`src/hw/rtl/string_to_integer_custom_base_macros.svh`:
```
`ifndef STRING_TO_INTEGER_CUSTOM_BASE_MACROS_SVH
`define STRING_TO_INTEGER_CUSTOM_BASE_MACROS_SVH

// same-cycle check: ante implies cons on this edge
`define STIBC_ASSERT_NOW(label, ante, cons, msg) \
   label: assert property (@(posedge clock) disable iff (reset) (ante) |-> (cons)) \
      else $error(msg);

// next-cycle check: ante implies cons on the following edge
`define STIBC_ASSERT_NEXT(label, ante, cons, msg) \
   label: assert property (@(posedge clock) disable iff (reset) (ante) |=> (cons)) \
      else $error(msg);

`endif

```
`src/hw/rtl/stibc_pkg.sv`:
```
package stibc_pkg;

   localparam int MAX_BASE      = 16;
   localparam int SYM_BITS      = 8;
   localparam int ALPHA_BITS    = 64;
   localparam int BASE_LEN_BITS = 5;
   localparam int DIGIT_BITS    = $clog2(MAX_BASE);
   localparam int VALUE_BITS    = 32;
   localparam int QUEUE_DEPTH   = 2;
   localparam int CSR_IDX_BITS  = 2;
   localparam int CSR_DATA_BITS = 64;

   // register indexes
   localparam logic [CSR_IDX_BITS-1:0] CSR_ALPHABET_LOW  = 2'd0;
   localparam logic [CSR_IDX_BITS-1:0] CSR_ALPHABET_HIGH = 2'd1;
   localparam logic [CSR_IDX_BITS-1:0] CSR_BASE_LEN      = 2'd2;

   // character codes
   localparam logic [SYM_BITS-1:0] CHAR_SPACE  = 8'd32;
   localparam logic [SYM_BITS-1:0] WS_FIRST    = 8'd9;
   localparam logic [SYM_BITS-1:0] WS_LAST     = 8'd13;
   localparam logic [SYM_BITS-1:0] CHAR_PLUS   = 8'h2B;
   localparam logic [SYM_BITS-1:0] CHAR_MINUS  = 8'h2D;
   localparam logic [SYM_BITS-1:0] PRINT_FIRST = 8'd33;
   localparam logic [SYM_BITS-1:0] PRINT_LAST  = 8'd126;

   typedef struct packed {
      logic [SYM_BITS-1:0] symbol;
      logic                last_symbol;
   } req_payload_type;

   typedef struct packed {
      logic signed [VALUE_BITS-1:0] value;
      logic                         base_ok;
   } rsp_payload_type;

   // one classified word, as it travels through the queue
   typedef struct packed {
      logic                     last;
      logic                     base_ok;
      logic                     is_space;
      logic                     is_plus;
      logic                     is_minus;
      logic                     is_digit;
      logic [DIGIT_BITS-1:0]    digit;
      logic [BASE_LEN_BITS-1:0] radix;
   } class_type;

   typedef struct packed {
      logic      valid;
      class_type entry;
   } push_type;

   typedef struct packed {
      logic      valid;
      class_type entry;
   } head_type;

endpackage

```
`src/hw/rtl/stibc_front.sv`:
```
module stibc_front import stibc_pkg::*; (
   input  logic                      clock,
   input  logic                      reset,
   input  logic                      csr_write_enable,
   input  logic [CSR_IDX_BITS-1:0]   csr_index,
   input  logic [CSR_DATA_BITS-1:0]  csr_write_data,
   input  logic                      req_valid,
   output logic                      req_ready,
   input  req_payload_type           req_payload,
   input  logic                      queue_full,
   output push_type                  push
);

   logic [ALPHA_BITS-1:0]    alphabet_low_ff, alphabet_low_in;
   logic [ALPHA_BITS-1:0]    alphabet_high_ff, alphabet_high_in;
   logic [BASE_LEN_BITS-1:0] base_len_ff, base_len_in;

   logic [2*ALPHA_BITS-1:0]  alphabet;
   logic [SYM_BITS-1:0]      sym [MAX_BASE];
   logic [BASE_LEN_BITS-1:0] used_len;
   logic                     hit;
   logic [DIGIT_BITS-1:0]    digit;
   logic                     base_ok;
   logic [SYM_BITS-1:0]      c;

   always_comb begin
      alphabet_low_in  = alphabet_low_ff;
      alphabet_high_in = alphabet_high_ff;
      base_len_in      = base_len_ff;
      if (csr_write_enable) begin
         case (csr_index)
            CSR_ALPHABET_LOW:  alphabet_low_in  = csr_write_data;
            CSR_ALPHABET_HIGH: alphabet_high_in = csr_write_data;
            CSR_BASE_LEN:      base_len_in      = csr_write_data[BASE_LEN_BITS-1:0];
            default: ;
         endcase
      end
   end

   always_ff @(posedge clock) begin
      if (reset) begin
         alphabet_low_ff  <= '0;
         alphabet_high_ff <= '0;
         base_len_ff      <= '0;
      end else begin
         alphabet_low_ff  <= alphabet_low_in;
         alphabet_high_ff <= alphabet_high_in;
         base_len_ff      <= base_len_in;
      end
   end

   assign alphabet = {alphabet_high_ff, alphabet_low_ff};
   assign c        = req_payload.symbol;
   assign used_len = (base_len_ff > BASE_LEN_BITS'(MAX_BASE)) ?
                     BASE_LEN_BITS'(MAX_BASE) : base_len_ff;

   always_comb begin
      for (int k = 0; k < MAX_BASE; k++) begin
         sym[k] = alphabet[k*SYM_BITS +: SYM_BITS];
      end
   end

   // parallel match, lowest index wins
   always_comb begin
      hit   = 1'b0;
      digit = '0;
      for (int k = MAX_BASE - 1; k >= 0; k--) begin
         if (BASE_LEN_BITS'(k) < used_len && sym[k] == c) begin
            hit   = 1'b1;
            digit = DIGIT_BITS'(k);
         end
      end
   end

   // alphabet check: length 2 to 16, printable, no signs, all distinct
   always_comb begin
      base_ok = (base_len_ff >= BASE_LEN_BITS'(2)) &&
                (base_len_ff <= BASE_LEN_BITS'(MAX_BASE));
      for (int i = 0; i < MAX_BASE; i++) begin
         if (BASE_LEN_BITS'(i) < base_len_ff) begin
            if (sym[i] < PRINT_FIRST || sym[i] > PRINT_LAST ||
                sym[i] == CHAR_PLUS || sym[i] == CHAR_MINUS) begin
               base_ok = 1'b0;
            end
            for (int j = i + 1; j < MAX_BASE; j++) begin
               if (BASE_LEN_BITS'(j) < base_len_ff && sym[j] == sym[i]) begin
                  base_ok = 1'b0;
               end
            end
         end
      end
   end

   assign req_ready = !queue_full;

   always_comb begin
      push.valid          = req_valid && req_ready;
      push.entry.last     = req_payload.last_symbol;
      push.entry.base_ok  = base_ok;
      push.entry.is_space = (c inside {[WS_FIRST:WS_LAST], CHAR_SPACE});
      push.entry.is_plus  = (c == CHAR_PLUS);
      push.entry.is_minus = (c == CHAR_MINUS);
      push.entry.is_digit = hit;
      push.entry.digit    = digit;
      push.entry.radix    = used_len;
   end

endmodule

```
`src/hw/rtl/stibc_queue.sv`:
```
`include "string_to_integer_custom_base_macros.svh"

module stibc_queue import stibc_pkg::*; (
   input  logic     clock,
   input  logic     reset,
   input  push_type push,
   input  logic     pop,
   output logic     full,
   output head_type head
);

   localparam int PTR_BITS = (QUEUE_DEPTH > 1) ? $clog2(QUEUE_DEPTH) : 1;
   localparam int CNT_BITS = $clog2(QUEUE_DEPTH + 1);

   class_type           entries [QUEUE_DEPTH];
   logic [PTR_BITS-1:0] wr_ptr_ff, wr_ptr_in;
   logic [PTR_BITS-1:0] rd_ptr_ff, rd_ptr_in;
   logic [CNT_BITS-1:0] count_ff, count_in;

   function automatic logic [PTR_BITS-1:0] next_ptr(input logic [PTR_BITS-1:0] p);
      return (p == PTR_BITS'(QUEUE_DEPTH - 1)) ? '0 : p + PTR_BITS'(1);
   endfunction

   always_comb begin
      wr_ptr_in = push.valid ? next_ptr(wr_ptr_ff) : wr_ptr_ff;
      rd_ptr_in = pop ? next_ptr(rd_ptr_ff) : rd_ptr_ff;
      count_in  = count_ff;
      if (push.valid && !pop) begin
         count_in = count_ff + CNT_BITS'(1);
      end else if (!push.valid && pop) begin
         count_in = count_ff - CNT_BITS'(1);
      end
   end

   always_ff @(posedge clock) begin
      if (reset) begin
         wr_ptr_ff <= '0;
         rd_ptr_ff <= '0;
         count_ff  <= '0;
      end else begin
         wr_ptr_ff <= wr_ptr_in;
         rd_ptr_ff <= rd_ptr_in;
         count_ff  <= count_in;
      end
   end

   always_ff @(posedge clock) begin
      if (push.valid) begin
         entries[wr_ptr_ff] <= push.entry;
      end
   end

   assign full       = (count_ff == CNT_BITS'(QUEUE_DEPTH));
   assign head.valid = (count_ff != '0);
   assign head.entry = entries[rd_ptr_ff];

   `STIBC_ASSERT_NOW(a_count_bound, 1'b1, count_ff <= CNT_BITS'(QUEUE_DEPTH), "queue overfilled")
   `STIBC_ASSERT_NOW(a_pop_nonempty, pop, count_ff != '0, "pop from empty queue")
   `STIBC_ASSERT_NEXT(a_push_count, push.valid && !pop, count_ff == $past(count_ff) + CNT_BITS'(1), "push lost")

endmodule

```
`src/hw/rtl/stibc_back.sv`:
```
`include "string_to_integer_custom_base_macros.svh"

module stibc_back import stibc_pkg::*; (
   input  logic            clock,
   input  logic            reset,
   input  head_type        head,
   output logic            pop,
   output logic            rsp_valid,
   input  logic            rsp_ready,
   output rsp_payload_type rsp_payload
);

   typedef enum logic [1:0] {
      PH_PREFIX,
      PH_DIGITS,
      PH_DONE,
      PH_ERROR
   } phase_type;

   phase_type             phase_ff, phase_in;
   logic                  neg_ff, neg_in;
   logic                  sign_ff, sign_in;
   logic [VALUE_BITS-1:0] acc_ff, acc_in;

   logic                  out_valid_ff, out_valid_in;
   logic [VALUE_BITS-1:0] out_mag_ff, out_mag_in;
   logic                  out_neg_ff, out_neg_in;
   logic                  out_ok_ff, out_ok_in;

   logic [VALUE_BITS-1:0] prod;
   logic                  load;
   class_type             e;

   assign e    = head.entry;
   // a non-final word never needs the result register
   assign pop  = head.valid && (!e.last || !out_valid_ff || rsp_ready);
   assign load = pop && e.last;
   assign prod = acc_ff * VALUE_BITS'(e.radix);

   always_comb begin
      phase_in     = phase_ff;
      neg_in       = neg_ff;
      sign_in      = sign_ff;
      acc_in       = acc_ff;
      out_valid_in = out_valid_ff && !rsp_ready;
      out_mag_in   = out_mag_ff;
      out_neg_in   = out_neg_ff;
      out_ok_in    = out_ok_ff;

      if (pop) begin
         case (phase_ff)
            PH_PREFIX: begin
               if (e.is_space) begin
                  if (sign_ff) phase_in = PH_ERROR;
               end else if (e.is_plus || e.is_minus) begin
                  if (e.is_minus) neg_in = !neg_ff;
                  sign_in = 1'b1;
               end else if (e.is_digit) begin
                  acc_in   = VALUE_BITS'(e.digit);
                  sign_in  = 1'b0;
                  phase_in = PH_DIGITS;
               end else begin
                  phase_in = PH_ERROR;
               end
            end
            PH_DIGITS: begin
               if (e.is_digit) acc_in = prod + VALUE_BITS'(e.digit);
               else            phase_in = PH_DONE;
            end
            default: ;
         endcase
      end

      if (load) begin
         out_valid_in = 1'b1;
         out_ok_in    = e.base_ok;
         out_neg_in   = neg_in;
         out_mag_in   = (e.base_ok && (phase_in == PH_DIGITS || phase_in == PH_DONE)) ?
                        acc_in : '0;
         phase_in     = PH_PREFIX;
         neg_in       = 1'b0;
         sign_in      = 1'b0;
         acc_in       = '0;
      end
   end

   always_ff @(posedge clock) begin
      if (reset) begin
         phase_ff     <= PH_PREFIX;
         neg_ff       <= 1'b0;
         sign_ff      <= 1'b0;
         acc_ff       <= '0;
         out_valid_ff <= 1'b0;
      end else begin
         phase_ff     <= phase_in;
         neg_ff       <= neg_in;
         sign_ff      <= sign_in;
         acc_ff       <= acc_in;
         out_valid_ff <= out_valid_in;
      end
      out_mag_ff <= out_mag_in;
      out_neg_ff <= out_neg_in;
      out_ok_ff  <= out_ok_in;
   end

   assign rsp_valid           = out_valid_ff;
   assign rsp_payload.value   = $signed(out_neg_ff ? (VALUE_BITS'(0) - out_mag_ff) : out_mag_ff);
   assign rsp_payload.base_ok = out_ok_ff;

   `STIBC_ASSERT_NEXT(a_last_gives_rsp, load, out_valid_ff, "final word gave no result")
   `STIBC_ASSERT_NEXT(a_last_clears, load, phase_ff == PH_PREFIX && acc_ff == '0 && !neg_ff && !sign_ff, "string state not cleared")
   `STIBC_ASSERT_NOW(a_bad_base_zero, rsp_valid && !rsp_payload.base_ok, rsp_payload.value == '0, "bad alphabet with nonzero value")

endmodule

```
`src/hw/rtl/string_to_integer_custom_base.sv`:
```
// A final word goes via the queue into the result register that drives rsp_valid.
// Throughput: one word per cycle while the queue has room (combinational multiply-add);
// the two-entry queue keeps the front taking words while the result register is stalled.
// Reset (synchronous, active high) zeroes the alphabet and radix registers, empties the
// queue, returns the parser to its prefix state and drops rsp_valid.
module string_to_integer_custom_base import stibc_pkg::*; (
   input  logic                     clock,
   input  logic                     reset,
   input  logic                     csr_write_enable,
   input  logic [CSR_IDX_BITS-1:0]  csr_index,
   input  logic [CSR_DATA_BITS-1:0] csr_write_data,
   input  logic                     req_valid,
   output logic                     req_ready,
   input  req_payload_type          req_payload,
   output logic                     rsp_valid,
   input  logic                     rsp_ready,
   output rsp_payload_type          rsp_payload
);

   // front -> queue: classified word (digit match, whitespace, signs, alphabet check)
   push_type push;
   logic     queue_full;
   // queue -> back: oldest classified word
   head_type head;
   logic     pop;

   // front end: holds the alphabet registers, matches each symbol against the
   // alphabet slots in use (at most sixteen) in parallel and judges the alphabet itself
   stibc_front u_front (
      .clock            (clock),
      .reset            (reset),
      .csr_write_enable (csr_write_enable),
      .csr_index        (csr_index),
      .csr_write_data   (csr_write_data),
      .req_valid        (req_valid),
      .req_ready        (req_ready),
      .req_payload      (req_payload),
      .queue_full       (queue_full),
      .push             (push)
   );

   // short decoupling queue; ready to the requester depends only on its fill
   stibc_queue u_queue (
      .clock (clock),
      .reset (reset),
      .push  (push),
      .pop   (pop),
      .full  (queue_full),
      .head  (head)
   );

   // back end: prefix/digit parser, accumulator and result register; only a
   // final word waits for a free result slot
   stibc_back u_back (
      .clock       (clock),
      .reset       (reset),
      .head        (head),
      .pop         (pop),
      .rsp_valid   (rsp_valid),
      .rsp_ready   (rsp_ready),
      .rsp_payload (rsp_payload)
   );

endmodule

```
`config.mk`:
```
export PLATFORM = sky130hd
export DESIGN_NAME = string_to_integer_custom_base
export DESIGN_NICKNAME = d
export VERILOG_FILES = /design/src/hw/rtl/stibc_pkg.sv /design/src/hw/rtl/stibc_front.sv /design/src/hw/rtl/stibc_queue.sv /design/src/hw/rtl/stibc_back.sv /design/src/hw/rtl/string_to_integer_custom_base.sv
export VERILOG_INCLUDE_DIRS = /design/src /design/src/hw/rtl
export SDC_FILE = /design/constraint.sdc
export NUM_CORES = 2
export LEC_CHECK = 0
export BUFFER_PORTS_ARGS = -buffer_cell sky130_fd_sc_hd__clkbuf_2
export CAP_MARGIN = 15
export CORE_UTILIZATION = 55
export CTS_BUF_LIST = sky130_fd_sc_hd__clkbuf_8
export CTS_CLUSTER_SIZE = 40
export DETAILED_ROUTE_END_ITERATION = 16
export GPL_ROUTABILITY_DRIVEN = 1
export PLACE_DENSITY = 0.72
export SYNTH_ARGS = -nofsm -noshare
export SYNTH_HDL_FRONTEND = slang
export SYNTH_SLANG_ARGS = --single-unit
```
`constraint.sdc`:
```
create_clock -name clock -period 7.3 [get_ports clock]
set_input_delay 1.46 -clock clock [delete_from_list [all_inputs] [get_ports clock]]
set_output_delay 1.46 -clock clock [all_outputs]
set_load 0.01 [all_outputs]
```
Yosys cells after proc, flatten, opt, wreduce, memory -nomap -nowiden
Memory sizes are Yosys's and may differ from the RTL's. A register that Yosys moved wholly into a read port is not among the register bits.
Index checks and enable logic that the tools add are counted.
Storage, ports and cells
  RAM bits: 30
  memories: 1
  output and inout bits: 35
  flip-flop bits (word level): 208
  logic and storage cells: 699
  bits of input ports: 80
Operators by class
  magnitude comparators: 69
  muxes and demuxes: 215
  $mul: 1
  reduce and logical (&&, ||, !) cells: 215
  $add $sub $neg: 6
  equality and inequality tests: 177
  bitwise operators: 1
Memory list
  u_queue.entries: words 2, width 15, read ports 1, clocked after Yosys merged registers in 1, write ports 1, line stibc_queue.sv:15  | class_type entries [QUEUE_DEPTH];
Operators with widths (number)
  8-bit equality test: 136
  8-bit by 6-bit equality test with 1-bit output (second input constant): 35
  32-bit two-way mux: 6
  1-bit two-way mux: 182
  1-bit logical AND: 145
  8-bit by 7-bit greater-than comparator with 1-bit output (second input constant): 16
  8-bit by 6-bit less-than comparator with 1-bit output (second input constant): 16
  4-bit by 5-bit less-than comparator with 1-bit output (first input constant): 16
  4-bit two-way mux: 16
  32-bit case mux with 2 select lines: 1
  1-bit logical OR: 52
  3-bit by 5-bit less-than comparator with 1-bit output (first input constant): 8
  32-bit by 4-bit adder with 32-bit output: 1
  32-bit by 5-bit multiplier with 32-bit output: 1
  1-bit by 32-bit subtractor with 32-bit output (first input constant): 1
  1-bit by 5-bit less-than comparator with 1-bit output (first input constant): 4
  2-bit by 5-bit less-than comparator with 1-bit output (first input constant): 4
  2-bit two-way mux: 8
  8-bit by 4-bit >= comparator with 1-bit output (second input constant): 1
  8-bit by 4-bit less-or-equal comparator with 1-bit output (second input constant): 1
  2-bit nonzero test: 4
  1-bit zero test: 7
  2-bit by 1-bit equality test with 1-bit output (second input constant): 3
  2-bit equality test (second input constant): 3
  other kinds (13): 17

Longest topological paths before layout
  depth in word-level cells: 156
  depth in mapped cells: 19
  depth with buffers taken out: 16

Hierarchy
Synthesis repeated with hierarchy kept, for this count alone.
Second synthesis, totals
  cell total of the unflattened synthesis: 3724
  area, all modules: 29585.9 um^2
Modules (own cells, without submodules)
  stibc_front: sequential area each 2662.6 um^2, cells an instance 2638, instances 1, area each 19608.8 um^2
  stibc_back: sequential area each 1761.7 um^2, cells an instance 1017, instances 1, area each 8684.6 um^2
  stibc_queue: sequential area each 1001.0 um^2, cells an instance 69, instances 1, area each 1292.5 um^2

Least setup slack after synthesis
No wires, ideal clock.
  kind: register to register
  start: register with a tool-made name
  end: register u_back.out_mag_ff[21], data pin
  required time: 7.036 ns
  clock period less this slack: 5.213 ns
  library setup time: 0.264 ns
  slack: 2.087 ns
  arrival: 4.949 ns
  buffers on the path: 3
  cell stages (with the launch flop): 19
  cells stage by stage: dfxtp_1 buf_2 mux2_2 clkbuf_1 clkbuf_1 nand2_1 fa_1 inv_1 fa_1 fa_1 ha_1 and2_1 a221o_1 nor3_1 nor2_1 a311o_1 o2111ai_1 mux2i_1 a21oi_1
RTL lines
  end signal: assignment: line stibc_back.sv:101  | out_mag_ff <= out_mag_in;
  end: declaration: line stibc_back.sv:26  | logic [VALUE_BITS-1:0] out_mag_ff, out_mag_in;

==> metrics.md <==
| Metric | Value |
|---|---|
| Outcome | `finished clean` |
| Main synth FF type | `dfxtp_1` |
| Mapped Avg Cell Area | `7.99 µm²` |
| Reg2Reg Depth | `18` |
| Fin cells | `4,265` |
| Detailed placement HPWL | `62,800 µm` |
| Fin nets | `3,777` |
| Die height | `231 µm` |
| Leak | `12.5 nW` |
| Utilization after layout | `59.5%` |
| R2R Setup Slk | `1.80 ns` |
| Top-area cell type share of the netlist area | `22.9%` |
| Clock Path Buffers | `3` |
| Input/output buffers | `114` |
| Die X | `231 µm` |
| Routed Antenna Nets | `0` |
| Crit path kind | `reg2reg` |
| Clock root cell | `clkbuf_8` |
| Cell Rows | `83` |
| Vias in the first global route | `25,700` |
| Via/cell ratio | `6.34` |
| Yosys reg bits | `239` |
| Synth area leader | `xnor2_1` |
| Worst Path Required | `7.67 ns` |
| CTS Buf Count | `42` |
| Layout cells sized above 1 | `10.2%` |
| Global-route wire length before repair | `151,000 µm` |
| Area of the core | `51,500 µm²` |
| Dpl ws | `1.77 ns` |
| EDFF count, synth | `64` |
| First-iteration detailed-routing DRC count | `2,895` |
| # setup viols final | `0` |
| Worst Hold Depth | `2` |
| Initial antenna violation count | `3` |
| M3 GR Usage | `9.78%` |
| GRT met2 Usage | `56.0%` |
| Syn_nets | `3,840` |
| Remaining routing DRC violations | `0` |
| Max-slew headroom | `15.6%` |
| CTS Sinks | `239` |
| IO Pins | `115` |
| # Max-Cap Violations | `0` |
| Hold Path Class | `reg2reg` |
| Slew Limit Fails | `0` |
| Hold Startpoint | `u_front.alphabet_low_ff[34]` |
| Dpl cells | `4,182` |
| Via count | `27,000` |
| WL final | `98,900 µm` |
| Worst skew pair latency | `0.64 ns` |
| Critical Path AT | `5.88 ns` |
| Max H-tree Level | `2` |
| Maximum VDD drop | `132 µV` |
| Distinct cells, synth | `79` |
| Final period util | `75.4%` |
| Worst setup EP type | `flip-flop` |
| Fmax | `0.182 GHz` |
| Syn. warnings | `0` |
| Largest net degree at the start of global routing | `76` |
| GRT Max-Usage Layer | `met2` |
| TritonCTS clock tree | `yes` |
| Post-Synthesis Cells | `3,610` |
| Unrepaired setup endpoints after global routing | `false` |
| Die footprint | `53,300 µm²` |
| DR WL/cell | `23.2 µm` |
| Starting Density | `56.0%` |
| Post-CTS Hold Fix Bufs | `0` |
| Met1 usage | `44.9%` |
| Drt first pass iters | `6` |
| Count leader, synth | `xnor2_1` |
| Hold Path End | `u_front.alphabet_low_ff[34]` |
| Synth area leaders | `xnor2_1, dfxtp_1, xor2_1` |
| Final min period | `5.50 ns` |
| Worst-margin pin slew | `1.26 ns` |
| Total track usage | `36.7%` |
| Power density over cell area | `151 nW/µm²` |
| Register area share after synthesis | `18.8%` |
| PnR worst setup slack | `1.80 ns` |
| Endpoints failing hold | `0` |
| CP Max Fanout | `32` |
| Area delta synth->final | `6.24%` |
| GPL Wtd Cong | `1.06` |
| Post-synth top cells | `xnor2_1, nand2_1, xor2_1` |
| Worst reg2reg endpoint | `u_back.out_mag_ff[30]` |
| Global route overflow | `0` |
| Clk pin slew, worst setup/hold paths | `0.06 ns` |
| Worst Clk Skew | `0.0412 ns` |
| FFs w/ async S/R, synth | `0%` |
| Post-Syn Area | `28,800 µm²` |
| CP Launch Type | `flip-flop` |
| Cts repair resizes | `0` |
| Sum Neg Setup Slack | `0 ns` |
| Post-CTS Setup Repair Bufs | `0` |
[layout by cell type, fill, tap and decap left out, types with 7 or more instances in the layout]
cell type	instances
a21o_1	8
a21oi_1	207
a22oi_1	14
a311oi_1	8
a31oi_1	28
a32o_1	13
and2_1	25
and3_1	9
buf_4	150
clkbuf_2	113
clkbuf_8	49
dfxtp_1	175
edfxtp_1	64
fa_1	86
ha_1	64
inv_1	110
mux2_2	8
mux2i_1	15
nand2_1	403
nand2b_1	15
nand3_1	42
nand4_1	197
nor2_1	108
nor2b_1	70
nor3_1	114
nor4_1	104
o2111ai_1	7
o211ai_1	7
o21ai_0	38
o31ai_1	27
or2_2	8
or3_1	14
or4_1	11
xnor2_1	754
xor2_1	386
[final cells by class]
| type | count | area, µm² |
|---|---|---|
| Clock inverter | 28 | 184 |
| Clock buffer | 49 | 674 |
| Tap cell | 680 | 851 |
| Timing Repair Buffer | 265 | 1700 |
| Antenna cell | 5 | 12.5 |
| Sequential cell | 239 | 5430 |
| Multi-Input combinational cell | 2905 | 21400 |
| Inverter | 94 | 353 |
| Fill cell | 4716 | 20900 |
[per-layer routing]
metal  vias to the layer above  wire (µm)
met4                         0       7550
met2                      1798      42100
met1                     12600      37700
met5                         -          0
li1                      12000          -
met3                       568      11500
[worst max path at each step]
stage	startpoint	endpoint	slack, ns	depth (start not counted)
6_report	flip-flop	u_back.out_mag_ff[30]	1.80	18
5_1_grt	flip-flop	u_back.out_mag_ff[22]	1.37	18
4_1_cts	flip-flop	u_back.out_mag_ff[30]	1.78	18
3_5_place_dp	flip-flop	u_back.out_mag_ff[30]	1.77	18
3_3_place_gp	flip-flop	u_back.out_mag_ff[30]	1.85	18
2_1_floorplan	flip-flop	u_back.out_mag_ff[21]	2.09	18
[metrics by stage]
step / area [µm²] / hold WS (ns) / power (mW)
2_1_floorplan: 28800 / 0.454 / 2.86
3_3_place_gp: 29700 / 0.443 / 3.33
3_5_place_dp: 29700 / 0.448 / 3.35
4_1_cts: 30600 / 0.456 / 4.64
5_1_grt: 30600 / 0.484 / 4.88
6_report: 30600 / 0.454 / 4.64
[registers in the layout, indices dropped and copies added, names as in the netlist, 2 cells and up, named ones only]
name,cells
u_front.alphabet_low_ff,64
u_queue.count_ff,2
u_back.phase_ff,2
u_back.out_mag_ff,32
u_back.acc_ff,32
u_queue.entries,30
u_front.base_len_ff,5
u_front.alphabet_high_ff,64
[cells by family (layout without fill, tap and decap cells)]
group | Yosys count | in the layout | share of synthesized area (%)
compound gates | 434 | 434 | 9.54
buf+inv | 466 | 436 | 7.10
mux | 25 | 25 | 0.903
fa+ha+maj | 150 | 150 | 8.75
simple gates | 1156 | 1156 | 20.2
xor+xnor | 1140 | 1140 | 34.6
flops | 239 | 239 | 18.8
other cells | 0 | 5 | 0
[critical path, stage by stage, from the launching register on]
cell and delay [ns]:
dfxtp_1 0.40, buf_4 0.29, mux2i_4 0.25, buf_4 0.35
nor2b_1 0.09, ha_1 0.28, inv_1 0.04, fa_1 0.46
fa_1 0.54, inv_1 0.04, ha_1 0.33, nor2b_1 0.17
o31a_1 0.27, o311ai_1 0.57, o21ai_0 0.22, a41o_1 0.29
a21oi_1 0.29, mux2i_1 0.26, a21oi_1 0.11
[power breakdown]
| group | internal, mW | switching, mW |
|---|---|---|
| Clock | 0.685 | 0.599 |
| Combinational | 0.672 | 1.08 |
| Sequential | 1.50 | 0.101 |
| Total | 2.86 | 1.78 |
Power figures use the tool's default switching activity.
